**config.mk**
```make
export PLATFORM = sky130hd
export DESIGN_NAME = boot_keyboard_report_events_core_flat
export DESIGN_NICKNAME = d
export VERILOG_FILES = /design/src/sv/bkre_pkg.sv /design/src/sv/bkre_if.sv /design/src/sv/boot_keyboard_report_events_core.sv /design/src/sv/bkre_front.sv /design/src/sv/bkre_fifo.sv /design/src/sv/bkre_back.sv /design/src/flat_wrapper.sv
export VERILOG_INCLUDE_DIRS = /design/src /design/src/sv
export SDC_FILE = /design/constraint.sdc
export NUM_CORES = 1
export LEC_CHECK = 0
export ABC_CLOCK_PERIOD_IN_PS = 16200
export BUFFER_PORTS_ARGS = -buffer_cell sky130_fd_sc_hd__buf_2
export CAP_MARGIN = 20
export CORE_MARGIN = 4
export CORE_UTILIZATION = 35
export DETAILED_ROUTE_END_ITERATION = 8
export SLEW_MARGIN = 25
export SYNTH_ARGS = -nofsm -noshare
export SYNTH_HDL_FRONTEND = slang
export SYNTH_SLANG_ARGS = --single-unit
```
**constraint.sdc**
```tcl
create_clock -name clk -period 16.2 [get_ports clk]
set_input_delay 0.81 -clock clk [delete_from_list [all_inputs] [get_ports clk]]
set_output_delay 0.81 -clock clk [all_outputs]
set_load 0.01 [all_outputs]
```
**src/sv/boot_keyboard_report_events_core_assert.svh**
```systemverilog
// Assertion macros shared by the boot keyboard report event core.
// Depends on nothing; included by the modules that carry assertions.
`ifndef BOOT_KEYBOARD_REPORT_EVENTS_CORE_ASSERT_SVH
`define BOOT_KEYBOARD_REPORT_EVENTS_CORE_ASSERT_SVH

// Same-cycle implication, disabled during reset.
`define BKRE_ASSERT_IMPLIES(label, clk, rst, ante, cons, msg) \
  label: assert property (@(posedge clk) disable iff (rst) (ante) |-> (cons)) \
    else $error(msg);

// Next-cycle implication, disabled during reset.
`define BKRE_ASSERT_NEXT(label, clk, rst, ante, cons, msg) \
  label: assert property (@(posedge clk) disable iff (rst) (ante) |=> (cons)) \
    else $error(msg);

`endif

```
**src/sv/bkre_pkg.sv**
```systemverilog
// Package for the boot keyboard report event core: constants, status codes
// and the work entry passed from the classifier to the event sequencer.
`default_nettype none
package bkre_pkg;

  localparam int ALL_SLOTS = 6;
  localparam int KEY_SLOTS_DEF = 6;
  localparam int QUEUE_DEPTH_DEF = 2;
  localparam logic [7:0] REPORT_BYTES = 8'd8;
  localparam logic [7:0] MOD_USAGE_BASE = 8'hE0;
  localparam logic [7:0] ERR_LOW = 8'd1;
  localparam logic [7:0] ERR_HIGH = 8'd3;
  localparam logic [4:0] LIMIT_RESET = 5'd20;

  typedef enum logic [1:0] {
    ST_EVENT    = 2'd0,
    ST_INVALID  = 2'd1,
    ST_OVERFLOW = 2'd2
  } status_t;

  typedef logic [7:0] usage_t;

  // One classified report. Masks are zero for status entries.
  typedef struct packed {
    status_t                     status;
    logic [7:0]                  mod_diff;
    logic [7:0]                  mod_new;
    logic [ALL_SLOTS-1:0]        rel_mask;
    logic [ALL_SLOTS-1:0]        prs_mask;
    usage_t [ALL_SLOTS-1:0]      old_keys;
    usage_t [ALL_SLOTS-1:0]      new_keys;
  } work_t;

endpackage
`default_nettype wire

```
**src/sv/bkre_if.sv**
```systemverilog
// Channel interfaces of the boot keyboard report event core: the report
// channel and the event channel. No dependencies.
`default_nettype none
interface bkre_in_if;
  logic       valid;
  logic       ready;
  logic [7:0] report_length;
  logic [7:0] modifier_bits;
  logic [7:0] reserved_byte;
  logic [7:0] key_slot_0;
  logic [7:0] key_slot_1;
  logic [7:0] key_slot_2;
  logic [7:0] key_slot_3;
  logic [7:0] key_slot_4;
  logic [7:0] key_slot_5;

  modport source (
    output valid, report_length, modifier_bits, reserved_byte,
    output key_slot_0, key_slot_1, key_slot_2, key_slot_3, key_slot_4, key_slot_5,
    input  ready
  );
  modport sink (
    input  valid, report_length, modifier_bits, reserved_byte,
    input  key_slot_0, key_slot_1, key_slot_2, key_slot_3, key_slot_4, key_slot_5,
    output ready
  );
endinterface

interface bkre_out_if;
  logic       valid;
  logic       ready;
  logic [7:0] event_usage;
  logic       key_down;
  logic [1:0] result_status;
  logic       last_event;

  modport source (
    output valid, event_usage, key_down, result_status, last_event,
    input  ready
  );
  modport sink (
    input  valid, event_usage, key_down, result_status, last_event,
    output ready
  );
endinterface
`default_nettype wire

```
**src/sv/boot_keyboard_report_events_core.sv**
```systemverilog
// Top level of the boot keyboard report event core: classifier, work queue
// and event sequencer. Depends on bkre_pkg, bkre_if and the bkre_* modules.
//
//   channel | direction | beat
//   rpt     | sink      | one 8-byte boot keyboard report
//   evt     | source    | one key event or one status result
//   cfg     | write     | event_limit, 5 bits, written when cfg_we is high
//
// A report is classified in the cycle it is accepted; reports are taken one per
// cycle while the work queue has room (QUEUE_DEPTH entries).
// The sequencer sends one beat per cycle while evt is ready: one beat per change
// of a report, one for a status result. A report's first beat passes through the
// work queue, the work register and the output register before it appears on evt.
// Reset is synchronous and clears the stored report and sets the limit to 20; a
// stall on evt backs up into the queue and then holds rpt.ready low.
`default_nettype none
module boot_keyboard_report_events_core import bkre_pkg::*; #(
  parameter int KEY_SLOTS   = KEY_SLOTS_DEF,
  parameter int QUEUE_DEPTH = QUEUE_DEPTH_DEF
) (
  input  logic       clk,
  input  logic       rst,
  bkre_in_if.sink    rpt,
  bkre_out_if.source evt,
  input  logic       cfg_we,
  input  logic [4:0] cfg_data
);

  logic  q_push;
  logic  q_pop;
  logic  q_full;
  logic  q_empty;
  work_t q_in;
  work_t q_head;

  bkre_front #(.KEY_SLOTS(KEY_SLOTS)) u_front (
    .clk      (clk),
    .rst      (rst),
    .rpt      (rpt),
    .cfg_we   (cfg_we),
    .cfg_data (cfg_data),
    .q_full   (q_full),
    .q_push   (q_push),
    .q_data   (q_in)
  );

  bkre_fifo #(.DEPTH(QUEUE_DEPTH)) u_fifo (
    .clk       (clk),
    .rst       (rst),
    .push      (q_push),
    .push_data (q_in),
    .pop       (q_pop),
    .head      (q_head),
    .full      (q_full),
    .empty     (q_empty)
  );

  bkre_back u_back (
    .clk     (clk),
    .rst     (rst),
    .q_empty (q_empty),
    .q_data  (q_head),
    .q_pop   (q_pop),
    .evt     (evt)
  );

endmodule
`default_nettype wire

```
**src/sv/bkre_front.sv**
```systemverilog
// Report classifier: checks each report, compares it with the stored one and
// queues an entry if it is invalid or changed. Depends on bkre_pkg, bkre_in_if.
`default_nettype none
module bkre_front import bkre_pkg::*; #(
  parameter int KEY_SLOTS = KEY_SLOTS_DEF
) (
  input  logic       clk,
  input  logic       rst,
  bkre_in_if.sink    rpt,
  input  logic       cfg_we,
  input  logic [4:0] cfg_data,
  input  logic       q_full,
  output logic       q_push,
  output work_t      q_data
);

  logic [4:0] event_limit;
  logic [7:0] prev_mods;
  usage_t     prev_keys [KEY_SLOTS];

  usage_t               cur [ALL_SLOTS];
  logic                 ok;
  logic [7:0]           mod_diff;
  logic [ALL_SLOTS-1:0] rel;
  logic [ALL_SLOTS-1:0] prs;
  logic [4:0]           needed;
  logic                 overflow;
  logic                 accept;

  always_comb begin
    logic held;
    cur[0] = rpt.key_slot_0;
    cur[1] = rpt.key_slot_1;
    cur[2] = rpt.key_slot_2;
    cur[3] = rpt.key_slot_3;
    cur[4] = rpt.key_slot_4;
    cur[5] = rpt.key_slot_5;

    // Every slot is checked, even those beyond the stored ones.
    ok = (rpt.report_length == REPORT_BYTES) && (rpt.reserved_byte == 8'd0);
    for (int i = 0; i < ALL_SLOTS; i++) begin
      if (cur[i] >= ERR_LOW && cur[i] <= ERR_HIGH) begin
        ok = 1'b0;
      end
      for (int j = i + 1; j < ALL_SLOTS; j++) begin
        if (cur[i] != 8'd0 && cur[i] == cur[j]) begin
          ok = 1'b0;
        end
      end
    end

    mod_diff = prev_mods ^ rpt.modifier_bits;
    rel = '0;
    prs = '0;
    for (int i = 0; i < KEY_SLOTS; i++) begin
      held = 1'b0;
      for (int j = 0; j < KEY_SLOTS; j++) begin
        if (cur[j] == prev_keys[i]) begin
          held = 1'b1;
        end
      end
      rel[i] = (prev_keys[i] != 8'd0) && !held;
      held = 1'b0;
      for (int j = 0; j < KEY_SLOTS; j++) begin
        if (prev_keys[j] == cur[i]) begin
          held = 1'b1;
        end
      end
      prs[i] = (cur[i] != 8'd0) && !held;
    end

    needed = 5'($countones({mod_diff, rel, prs}));
    overflow = needed > event_limit;
  end

  assign rpt.ready = !q_full;
  assign accept = rpt.valid && !q_full;
  assign q_push = accept && (!ok || needed != 5'd0);

  always_comb begin
    q_data = '0;
    if (!ok) begin
      q_data.status = ST_INVALID;
    end else if (overflow) begin
      q_data.status = ST_OVERFLOW;
    end else begin
      q_data.status   = ST_EVENT;
      q_data.mod_diff = mod_diff;
      q_data.mod_new  = rpt.modifier_bits;
      q_data.rel_mask = rel;
      q_data.prs_mask = prs;
      for (int i = 0; i < KEY_SLOTS; i++) begin
        q_data.old_keys[i] = prev_keys[i];
        q_data.new_keys[i] = cur[i];
      end
    end
  end

  always_ff @(posedge clk) begin
    if (rst) begin
      event_limit <= LIMIT_RESET;
    end else if (cfg_we) begin
      event_limit <= cfg_data;
    end
  end

  // The stored report follows every accepted report that is valid and fits.
  always_ff @(posedge clk) begin
    if (rst) begin
      prev_mods <= 8'd0;
      for (int i = 0; i < KEY_SLOTS; i++) begin
        prev_keys[i] <= 8'd0;
      end
    end else if (accept && ok && !overflow) begin
      prev_mods <= rpt.modifier_bits;
      for (int i = 0; i < KEY_SLOTS; i++) begin
        prev_keys[i] <= cur[i];
      end
    end
  end

endmodule
`default_nettype wire

```
**src/sv/bkre_fifo.sv**
```systemverilog
// Short queue of work entries between the classifier and the sequencer.
// Depends on bkre_pkg.
`default_nettype none
module bkre_fifo import bkre_pkg::*; #(
  parameter int DEPTH = QUEUE_DEPTH_DEF
) (
  input  logic  clk,
  input  logic  rst,
  input  logic  push,
  input  work_t push_data,
  input  logic  pop,
  output work_t head,
  output logic  full,
  output logic  empty
);

  localparam int PTR_W = $clog2(DEPTH);
  localparam int CNT_W = $clog2(DEPTH + 1);

  work_t             mem [DEPTH];
  logic [PTR_W-1:0]  wr_ptr;
  logic [PTR_W-1:0]  rd_ptr;
  logic [CNT_W-1:0]  count;

  assign full  = count == CNT_W'(DEPTH);
  assign empty = count == '0;
  assign head  = mem[rd_ptr];

  always_ff @(posedge clk) begin
    if (push) begin
      mem[wr_ptr] <= push_data;
    end
  end

  always_ff @(posedge clk) begin
    if (rst) begin
      wr_ptr <= '0;
      rd_ptr <= '0;
      count  <= '0;
    end else begin
      if (push) begin
        wr_ptr <= (wr_ptr == PTR_W'(DEPTH - 1)) ? '0 : wr_ptr + 1'b1;
      end
      if (pop) begin
        rd_ptr <= (rd_ptr == PTR_W'(DEPTH - 1)) ? '0 : rd_ptr + 1'b1;
      end
      if (push && !pop) begin
        count <= count + 1'b1;
      end else if (pop && !push) begin
        count <= count - 1'b1;
      end
    end
  end

endmodule
`default_nettype wire

```
**src/sv/bkre_back.sv**
```systemverilog
// Event sequencer: takes queued work entries and sends one beat per cycle while
// evt is ready, through an output register. Depends on bkre_pkg, bkre_out_if.
`default_nettype none
module bkre_back import bkre_pkg::*; (
  input  logic      clk,
  input  logic      rst,
  input  logic      q_empty,
  input  work_t     q_data,
  output logic      q_pop,
  bkre_out_if.source evt
);
  `include "boot_keyboard_report_events_core_assert.svh"

  logic    work_valid;
  work_t   work;
  logic    out_valid;
  usage_t  out_usage;
  logic    out_down;
  status_t out_status;
  logic    out_last;

  logic [7:0]           mod_one;
  logic [ALL_SLOTS-1:0] rel_one;
  logic [ALL_SLOTS-1:0] prs_one;
  logic [7:0]           mod_diff_next;
  logic [ALL_SLOTS-1:0] rel_next;
  logic [ALL_SLOTS-1:0] prs_next;
  usage_t               sel_usage;
  logic                 sel_down;
  logic                 sel_last;
  logic                 emit;
  logic                 finish;

  // Lowest pending bit of each mask, isolated as a one-hot word.
  assign mod_one = work.mod_diff & (~work.mod_diff + 8'd1);
  assign rel_one = work.rel_mask & (~work.rel_mask + ALL_SLOTS'(1));
  assign prs_one = work.prs_mask & (~work.prs_mask + ALL_SLOTS'(1));

  always_comb begin
    logic [2:0] bit_idx;
    mod_diff_next = work.mod_diff;
    rel_next      = work.rel_mask;
    prs_next      = work.prs_mask;
    sel_usage     = 8'd0;
    sel_down      = 1'b0;
    bit_idx       = 3'd0;
    for (int b = 0; b < 8; b++) begin
      if (mod_one[b]) begin
        bit_idx = 3'(b);
      end
    end
    if (work.status == ST_EVENT) begin
      priority if (work.mod_diff != 8'd0) begin
        sel_usage     = MOD_USAGE_BASE + 8'(bit_idx);
        sel_down      = |(mod_one & work.mod_new);
        mod_diff_next = work.mod_diff & ~mod_one;
      end else if (work.rel_mask != '0) begin
        for (int i = 0; i < ALL_SLOTS; i++) begin
          if (rel_one[i]) begin
            sel_usage = work.old_keys[i];
          end
        end
        rel_next = work.rel_mask & ~rel_one;
      end else begin
        for (int i = 0; i < ALL_SLOTS; i++) begin
          if (prs_one[i]) begin
            sel_usage = work.new_keys[i];
          end
        end
        sel_down = 1'b1;
        prs_next = work.prs_mask & ~prs_one;
      end
    end
    sel_last = (work.status != ST_EVENT) ||
               (mod_diff_next == 8'd0 && rel_next == '0 && prs_next == '0);
  end

  assign emit   = work_valid && (!out_valid || evt.ready);
  assign finish = emit && sel_last;
  assign q_pop  = !q_empty && (!work_valid || finish);

  always_ff @(posedge clk) begin
    if (rst) begin
      work_valid <= 1'b0;
    end else if (q_pop) begin
      work_valid <= 1'b1;
    end else if (finish) begin
      work_valid <= 1'b0;
    end
  end

  always_ff @(posedge clk) begin
    if (q_pop) begin
      work <= q_data;
    end else if (emit) begin
      work.mod_diff <= mod_diff_next;
      work.rel_mask <= rel_next;
      work.prs_mask <= prs_next;
    end
  end

  always_ff @(posedge clk) begin
    if (rst) begin
      out_valid <= 1'b0;
    end else if (emit) begin
      out_valid <= 1'b1;
    end else if (evt.ready) begin
      out_valid <= 1'b0;
    end
  end

  always_ff @(posedge clk) begin
    if (emit) begin
      out_usage  <= sel_usage;
      out_down   <= sel_down;
      out_status <= work.status;
      out_last   <= sel_last;
    end
  end

  assign evt.valid         = out_valid;
  assign evt.event_usage   = out_usage;
  assign evt.key_down      = out_down;
  assign evt.result_status = out_status;
  assign evt.last_event    = out_last;

  `BKRE_ASSERT_IMPLIES(a_status_is_last, clk, rst, out_valid && out_status != ST_EVENT, out_last, "status beat without last mark")
  `BKRE_ASSERT_IMPLIES(a_event_pending, clk, rst, work_valid && work.status == ST_EVENT, (work.mod_diff != 8'd0) || (work.rel_mask != '0) || (work.prs_mask != '0), "event entry held with nothing left to send")
  `BKRE_ASSERT_NEXT(a_drain_idle, clk, rst, finish && q_empty, !work_valid, "sequencer busy after last beat with empty queue")

endmodule
`default_nettype wire

```
**src/flat_wrapper.sv**
```systemverilog
// flat-port wrapper written by rule: the top's interface ports become plain ports
module boot_keyboard_report_events_core_flat import bkre_pkg::*;
#(
  parameter int KEY_SLOTS   = KEY_SLOTS_DEF,
  parameter int QUEUE_DEPTH = QUEUE_DEPTH_DEF
)
  (clk, rst, cfg_we, cfg_data, rpt_valid, rpt_report_length, rpt_modifier_bits, rpt_reserved_byte, rpt_key_slot_0, rpt_key_slot_1, rpt_key_slot_2, rpt_key_slot_3, rpt_key_slot_4, rpt_key_slot_5, rpt_ready, evt_valid, evt_event_usage, evt_key_down, evt_result_status, evt_last_event, evt_ready);
  bkre_in_if rpt_i ();
  bkre_out_if evt_i ();
  input  logic clk;
  input  logic rst;
  input  logic cfg_we;
  input  logic [4:0] cfg_data;
  input wire logic [$bits(rpt_i.valid)-1:0] rpt_valid;
  input wire logic [$bits(rpt_i.report_length)-1:0] rpt_report_length;
  input wire logic [$bits(rpt_i.modifier_bits)-1:0] rpt_modifier_bits;
  input wire logic [$bits(rpt_i.reserved_byte)-1:0] rpt_reserved_byte;
  input wire logic [$bits(rpt_i.key_slot_0)-1:0] rpt_key_slot_0;
  input wire logic [$bits(rpt_i.key_slot_1)-1:0] rpt_key_slot_1;
  input wire logic [$bits(rpt_i.key_slot_2)-1:0] rpt_key_slot_2;
  input wire logic [$bits(rpt_i.key_slot_3)-1:0] rpt_key_slot_3;
  input wire logic [$bits(rpt_i.key_slot_4)-1:0] rpt_key_slot_4;
  input wire logic [$bits(rpt_i.key_slot_5)-1:0] rpt_key_slot_5;
  output wire logic [$bits(rpt_i.ready)-1:0] rpt_ready;
  output wire logic [$bits(evt_i.valid)-1:0] evt_valid;
  output wire logic [$bits(evt_i.event_usage)-1:0] evt_event_usage;
  output wire logic [$bits(evt_i.key_down)-1:0] evt_key_down;
  output wire logic [$bits(evt_i.result_status)-1:0] evt_result_status;
  output wire logic [$bits(evt_i.last_event)-1:0] evt_last_event;
  input wire logic [$bits(evt_i.ready)-1:0] evt_ready;
  assign rpt_i.valid = rpt_valid;
  assign rpt_i.report_length = rpt_report_length;
  assign rpt_i.modifier_bits = rpt_modifier_bits;
  assign rpt_i.reserved_byte = rpt_reserved_byte;
  assign rpt_i.key_slot_0 = rpt_key_slot_0;
  assign rpt_i.key_slot_1 = rpt_key_slot_1;
  assign rpt_i.key_slot_2 = rpt_key_slot_2;
  assign rpt_i.key_slot_3 = rpt_key_slot_3;
  assign rpt_i.key_slot_4 = rpt_key_slot_4;
  assign rpt_i.key_slot_5 = rpt_key_slot_5;
  assign rpt_ready = rpt_i.ready;
  assign evt_valid = evt_i.valid;
  assign evt_event_usage = evt_i.event_usage;
  assign evt_key_down = evt_i.key_down;
  assign evt_result_status = evt_i.result_status;
  assign evt_last_event = evt_i.last_event;
  assign evt_i.ready = evt_ready;
  boot_keyboard_report_events_core #(.KEY_SLOTS(KEY_SLOTS), .QUEUE_DEPTH(QUEUE_DEPTH)) u_core (.clk(clk), .rst(rst), .rpt(rpt_i), .evt(evt_i), .cfg_we(cfg_we), .cfg_data(cfg_data));
endmodule
```
---- Yosys cells after proc, flatten, opt, wreduce, memory -nomap -nowiden ----
Memory sizes are Yosys's and may differ from the RTL's. A register that Yosys moved wholly into a read port is not among the register bits.
Cells that the tools add are included.
word-level totals
  register bits after elaboration ......... 157
  output and inout bits ................... 14
  RAM bits ................................ 300
  logic and storage cells ................. 430
  memories kept ........................... 2
  bits of input ports ..................... 82
memories
  memory                    depth  width  read ports  clocked after memory_dff  wr ports  RTL line          source
  u_core.u_fifo.mem         2      126    1           1                         1         bkre_fifo.sv:20   work_t mem [DEPTH];
  u_core.u_front.prev_keys  6      8      6           0                         6         bkre_front.sv:19  usage_t prev_keys [KEY_SLOTS];
cells by class
  reductions and logical operators ........ 96
  bitwise logic cells ..................... 20
  add/subtract/negate cells ............... 27
  equal/unequal tests ..................... 89
  mux-type cells .......................... 155
  $lt $le $gt $ge ......................... 13
operator list
  operator               count
  $eq A8 B8 Y1           87
  $mux W124              2
  $mux W8                24
  $mux W1                111
  $reduce_bool A8 Y1     13
  $ge A8 B1 Y1 const B   6
  $le A8 B2 Y1 const B   6
  $logic_and A1 B1 Y1    45
  $mux W6                6
  $and A6 B6 Y6          4
  $and A8 B8 Y8          3
  $mux W12               2
  $not A6 Y6             4
  $add A1 B1 Y2          10
  $logic_not A1 Y1       20
  $mux W3                6
  $logic_not A8 Y1       2
  $not A8 Y8             2
  $add A2 B2 Y3          5
  $add A6 B1 Y6 const B  2
  $logic_not A6 Y1       2
  $reduce_bool A2 Y1     5
  $add A3 B3 Y4          2
  $add A8 B1 Y8 const B  1
  17 further kinds       30

---- Longest topological paths before layout ----
  depth after elaboration ................. 30
  depth in mapped cells ................... 32

---- Modules after synthesis ----
A second synthesis with hierarchy kept.
second synthesis, totals
  cell total of the unflattened synthesis .. 2022
  area, all modules ....................... 25134.1 um^2
modules (own cells, without submodules)
  module      instances  cells an instance  area each (um^2)  seq. area each (um^2)
  bkre_front  1          1178               9699.3            1701.6
  bkre_fifo   1          414                9449.1            7667.4
  bkre_back   1          430                5985.7            4184.0

---- Least setup slack after synthesis ----
OpenSTA, ideal clock, no wires.
  path kind ............................... input-to-reg
  start point ............................. input port rpt_key_slot_4[1]
  end point ............................... memory u_core.u_fifo.mem[0][0] (netlist bit), enable pin
  arrival time ............................ 11.585 ns
  buffers on the path ..................... 2
  cell stages on the path ................. 21
  library setup time ...................... 0.627 ns
  slack ................................... 3.988 ns
  cells stage by stage .................... clkbuf_1 > buf_1 > xnor2_1 > nand4_1 > nor2_1 > a21oi_1 > nand3_1 > nor4b_1 > fa_1 > fa_1 > fa_1 > inv_1 > fa_1 > fa_1 > inv_1 > ha_1 > fa_1 > xor2_1 > nor4_1 > a31oi_1 > nor2b_1
on the way
  word-level cells in the longest chain between the ends .. 24
  elaborated cells between the ends (all ways) .. 91
  those cells by class .................... 10 x add/sub; 2 x order compare; 17 x eq/ne; 37 x mux; 25 x reduce/logical
ends and longest elaborated chain
  what                                                    RTL line            source
  start: declaration                                      flat_wrapper.sv:22  input wire logic [$bits(rpt_i.key_slot_4)-1:0] rpt_key_slot_4;
  branches (longest 20 deep; another with $add A3 B3 Y4)  --
  $logic_or A1 B1 Y1 *                                    bkre_front.sv:78    assign q_push = accept && (!ok || needed != 5'd0);
  $logic_and A1 B1 Y1 *                                   bkre_front.sv:78
  $mux W1 *                                               bkre_fifo.sv:30     if (push) begin
  $mux W1 (implied by the code) *                         bkre_fifo.sv:31     mem[wr_ptr] <= push_data;
  end: declaration                                        bkre_fifo.sv:20
Every way passes the cells marked *.

==> impl_metrics.ini <==
[outcome]
status = finished, final reports clean

[route]
firstDrtPassIters = 5
dr_total_vias = 16060
drc = 0
drt_iter0_markers = 1541
wl_per_cell_um = 24.55
antenna_left = 0
wirelength_mm = 71.72
drt-vias-per-instance = 5.496

[pwr]
ir_worst_vdd_uv = 118.9
p_leak_nw = 9.511
power_density_mw_per_mm2 = 149.7

[hold_path]
hp-class = in -> reg
whs_path_depth = 3

[logic_synthesis]
syn_area_per_cell_um2 = 12.08
synth.top_cell.area_share_pct = 53.96
synth.most_common_cell = edfxtp_1
synthTopCellsByArea = edfxtp_1 (54%), xnor2_1 (8.2%), xor2_1 (7.0%), mux2_2 (4.9%), and3_1 (3.1%)
synth_cell_type_count = 62
ys_seq_area_share_pct = 55.61
synth_area_mm2 = 0.02437
synthCells = 2018
dominantRegCellSynth = edfxtp_1
yosys_warnings = 0
synth_largest_area_cell = edfxtp_1
syn-num-nets = 2127
synth_common_cells = edfxtp_1 (438), xnor2_1 (227), xor2_1 (194)
ys_seq_elements = 458
ys_async_sr_fraction_pct = 0
synth_edf_count = 438

[die]
die-area_mm2 = 0.07392
initial_core_util_pct = 35.41
core-area_mm2 = 0.06883
num_rows = 96
die_height_um = 271.9
die_w_um = 271.9
io_pins = 96

[grt]
grt_antenna_before_repair = 1
grt_pass1_vias = 16050
grt_pass1_wl_mm = 106.2
grt_overflow = 0
grt_max_degree = 106
grt_use_total_pct = 18.93

[sta]
finalSetupViolCount = 0
skew_ps = 41.17
rsz0062_at_grt = no
fin_setup_tns_ps = 0
fmax_ghz = 0.1160
slew_viol_final = 0
post-route-worst-setup-slack_ps = 7576
worstMarginPinSlew_ps = 991.6
timing.hold.ws_ps = 448.7
hold_violations = 0
relSlewSlack_pct = 33.89
period_minus_slack_ps = 8624
fin_crit_sh_pct = 53.23

[final_layout]
final_nets = 2061
drive_gt1_share_pct = 15.49
synthToLayoutAreaGrowth_pct = 10.54
utilization_pct = 39.15
final_area_mm2 = 0.02694

[setup_path]
crit_chain = xnor2_1, nand4_1, nor2_1, a21oi_1, nand3_1, nor4b_1, fa_1, fa_1, fa_1, inv_1, fa_1, fa_1, inv_1, ha_1, fa_1, ha_1, nor2b_1, o21a_1, o21a_1, o21ai_0, inv_1, o22ai_4, buf_4, and3_1
worstPathRequired_ps = 16590
cp.arrival_ps = 9010
end_kind = flip-flop
cpMostUsedCell = fa_1
crit_cells = 24
crit_path_start_kind = flip-flop
crit_path_max_incr_delay_ps = 810
path_class = reg -> reg
critical_path.top_delay_family = adder cells
crit_fanout = 105
path_buf_inv = 4
ff2ff_setup_slack_ps = 7580
cp_slowest_cell = buf_4
r2r_cells = 24

[cts]
htree_levels = 2
cts_tree = done
cts_buffers = 49
cts.repair.resized = 0
cts_root_buf = clkbuf_16
clk_pin_slew_ps = 60
clock_latency_ps = 610
cts_hold_buffers = 0
postCtsSetupRepairBufs = 0
cts.sinks = 458
clock_path_buffers = 3

[placed_design]
dp_hpwl_mm = 48.18
gp_congestion = 0.9028
place_area_mm2 = 0.02531
numPortBuffers = 95
dp_worst_setup_slack_ps = 7129

[job]
max_cap_violations = 0
-- per-stage QoR --
step | total power, mW | instances
6_report | 4.032 | 2921
5_1_grt | 4.232 | 2920
4_1_cts | 4.060 | 2920
3_5_place_dp | 2.929 | 2832
3_3_place_gp | 2.903 | 2832
2_1_floorplan | 2.583 | 2018
-- layout by cell type, fill, tap and decap left out, types with 4 or more instances in the layout --
cell type / instances
o21ai_1: 16
nor2b_1: 13
a21oi_1: 46
o211ai_1: 10
dfxtp_1: 19
ha_1: 13
clkinvlp_4: 5
edfxtp_1: 438
bufinv_16: 6
clkbuf_1: 6
nor4b_1: 4
nor3_1: 9
and2_1: 50
o21ai_0: 25
and3_1: 122
or4_1: 4
o21a_1: 4
nand3_1: 14
or3_1: 8
buf_4: 14
buf_2: 95
mux2i_1: 21
xnor2_1: 227
a211oi_1: 4
nand4_1: 72
xor2_1: 194
o31ai_1: 13
clkinv_1: 10
inv_1: 36
mux2_2: 107
clkinv_2: 6
nor2_1: 74
clkbuf_16: 49
a221oi_1: 14
nor4_1: 80
fa_1: 14
nand2_1: 64
a22oi_1: 15
-- worst register-to-register path, stage by stage (launching register included) --
cell and delay, ps:
edfxtp_1 650, xnor2_1 220, nand4_1 110, nor2_1 70, a21oi_1 160, nand3_1 150
nor4b_1 800, fa_1 570, fa_1 510, fa_1 490, inv_1 50, fa_1 450
fa_1 490, inv_1 40, ha_1 210, fa_1 520, ha_1 340, nor2b_1 140
o21a_1 160, o21a_1 150, o21ai_0 180, inv_1 130, o22ai_4 500, buf_4 810
and3_1 530
-- per-layer routing --
layer | wire, um | global-route usage [%] | vias up | share of wire (%)
li1 | - | - | 7121 | -
met1 | 30970 | 25.75 | 8087 | 43
met2 | 33530 | 30.88 | 692 | 47
met3 | 4658 | 2.792 | 155 | 6.5
met4 | 2563 | 6.911 | 0 | 3.6
met5 | 0 | 0 | - | 0
-- power breakdown --
part,switching (mW),internal (mW),total (mW)
combinational,0.703,0.366,1.07
clock,0.472,0.654,1.13
sequential,0.182,1.65,1.84
-- final timing paths --
kind,from,endpoint
setup / recovery,u_core.u_front.prev_keys[1][6]$_SDFFCE_PN0P_,u_core.u_fifo.mem[1][39]$_DFFE_PP_
hold / removal,cfg_data[2],u_core.u_front.event_limit[2]$_SDFFE_PP1P_
setup reg to reg,u_core.u_front.prev_keys[1][6]$_SDFFCE_PN0P_,u_core.u_fifo.mem[1][39]$_DFFE_PP_
hold reg to reg,u_core.u_front.prev_mods[6]$_SDFFE_PP0P_,u_core.u_front.prev_mods[6]$_SDFFE_PP0P_
-- flip-flops by register name (all words and copies together), names as in the netlist, named ones only --
| name | count |
|---|---|
| u_core.u_back.evt.event_usage | 8 |
| u_core.u_back.evt.key_down | 1 |
| u_core.u_back.evt.last_event | 1 |
| u_core.u_back.evt.result_status | 2 |
| u_core.u_back.evt.valid | 1 |
| u_core.u_back.work | 126 |
| u_core.u_back.work_valid | 1 |
| u_core.u_fifo.count | 2 |
| u_core.u_fifo.mem | 252 |
| u_core.u_fifo.rd_ptr | 1 |
| u_core.u_fifo.wr_ptr | 1 |
| u_core.u_front.event_limit | 5 |
| u_core.u_front.prev_keys | 48 |
| u_core.u_front.prev_mods | 8 |
-- kinds of logic after synthesis --
family | share of synthesized area (%)
simple gates | 12.42
flops | 55.61
xor+xnor | 15.13
buf+inv | 4.261
compound gates | 4.923
mux | 5.806
fa+ha+maj | 1.858
-- cell type report --
class                      instances  area, um^2
antenna                            1       2.502
clock buffer                      55        1249
clock inverter                    33       374.1
fill                            6421       41880
inverter                          37       141.4
multi-input combinational       1296        9862
sequential                       458       13560
tap                              931        1165
timing repair buffer             110       591.8
Note: power is estimated with default switching activity, not from simulation.
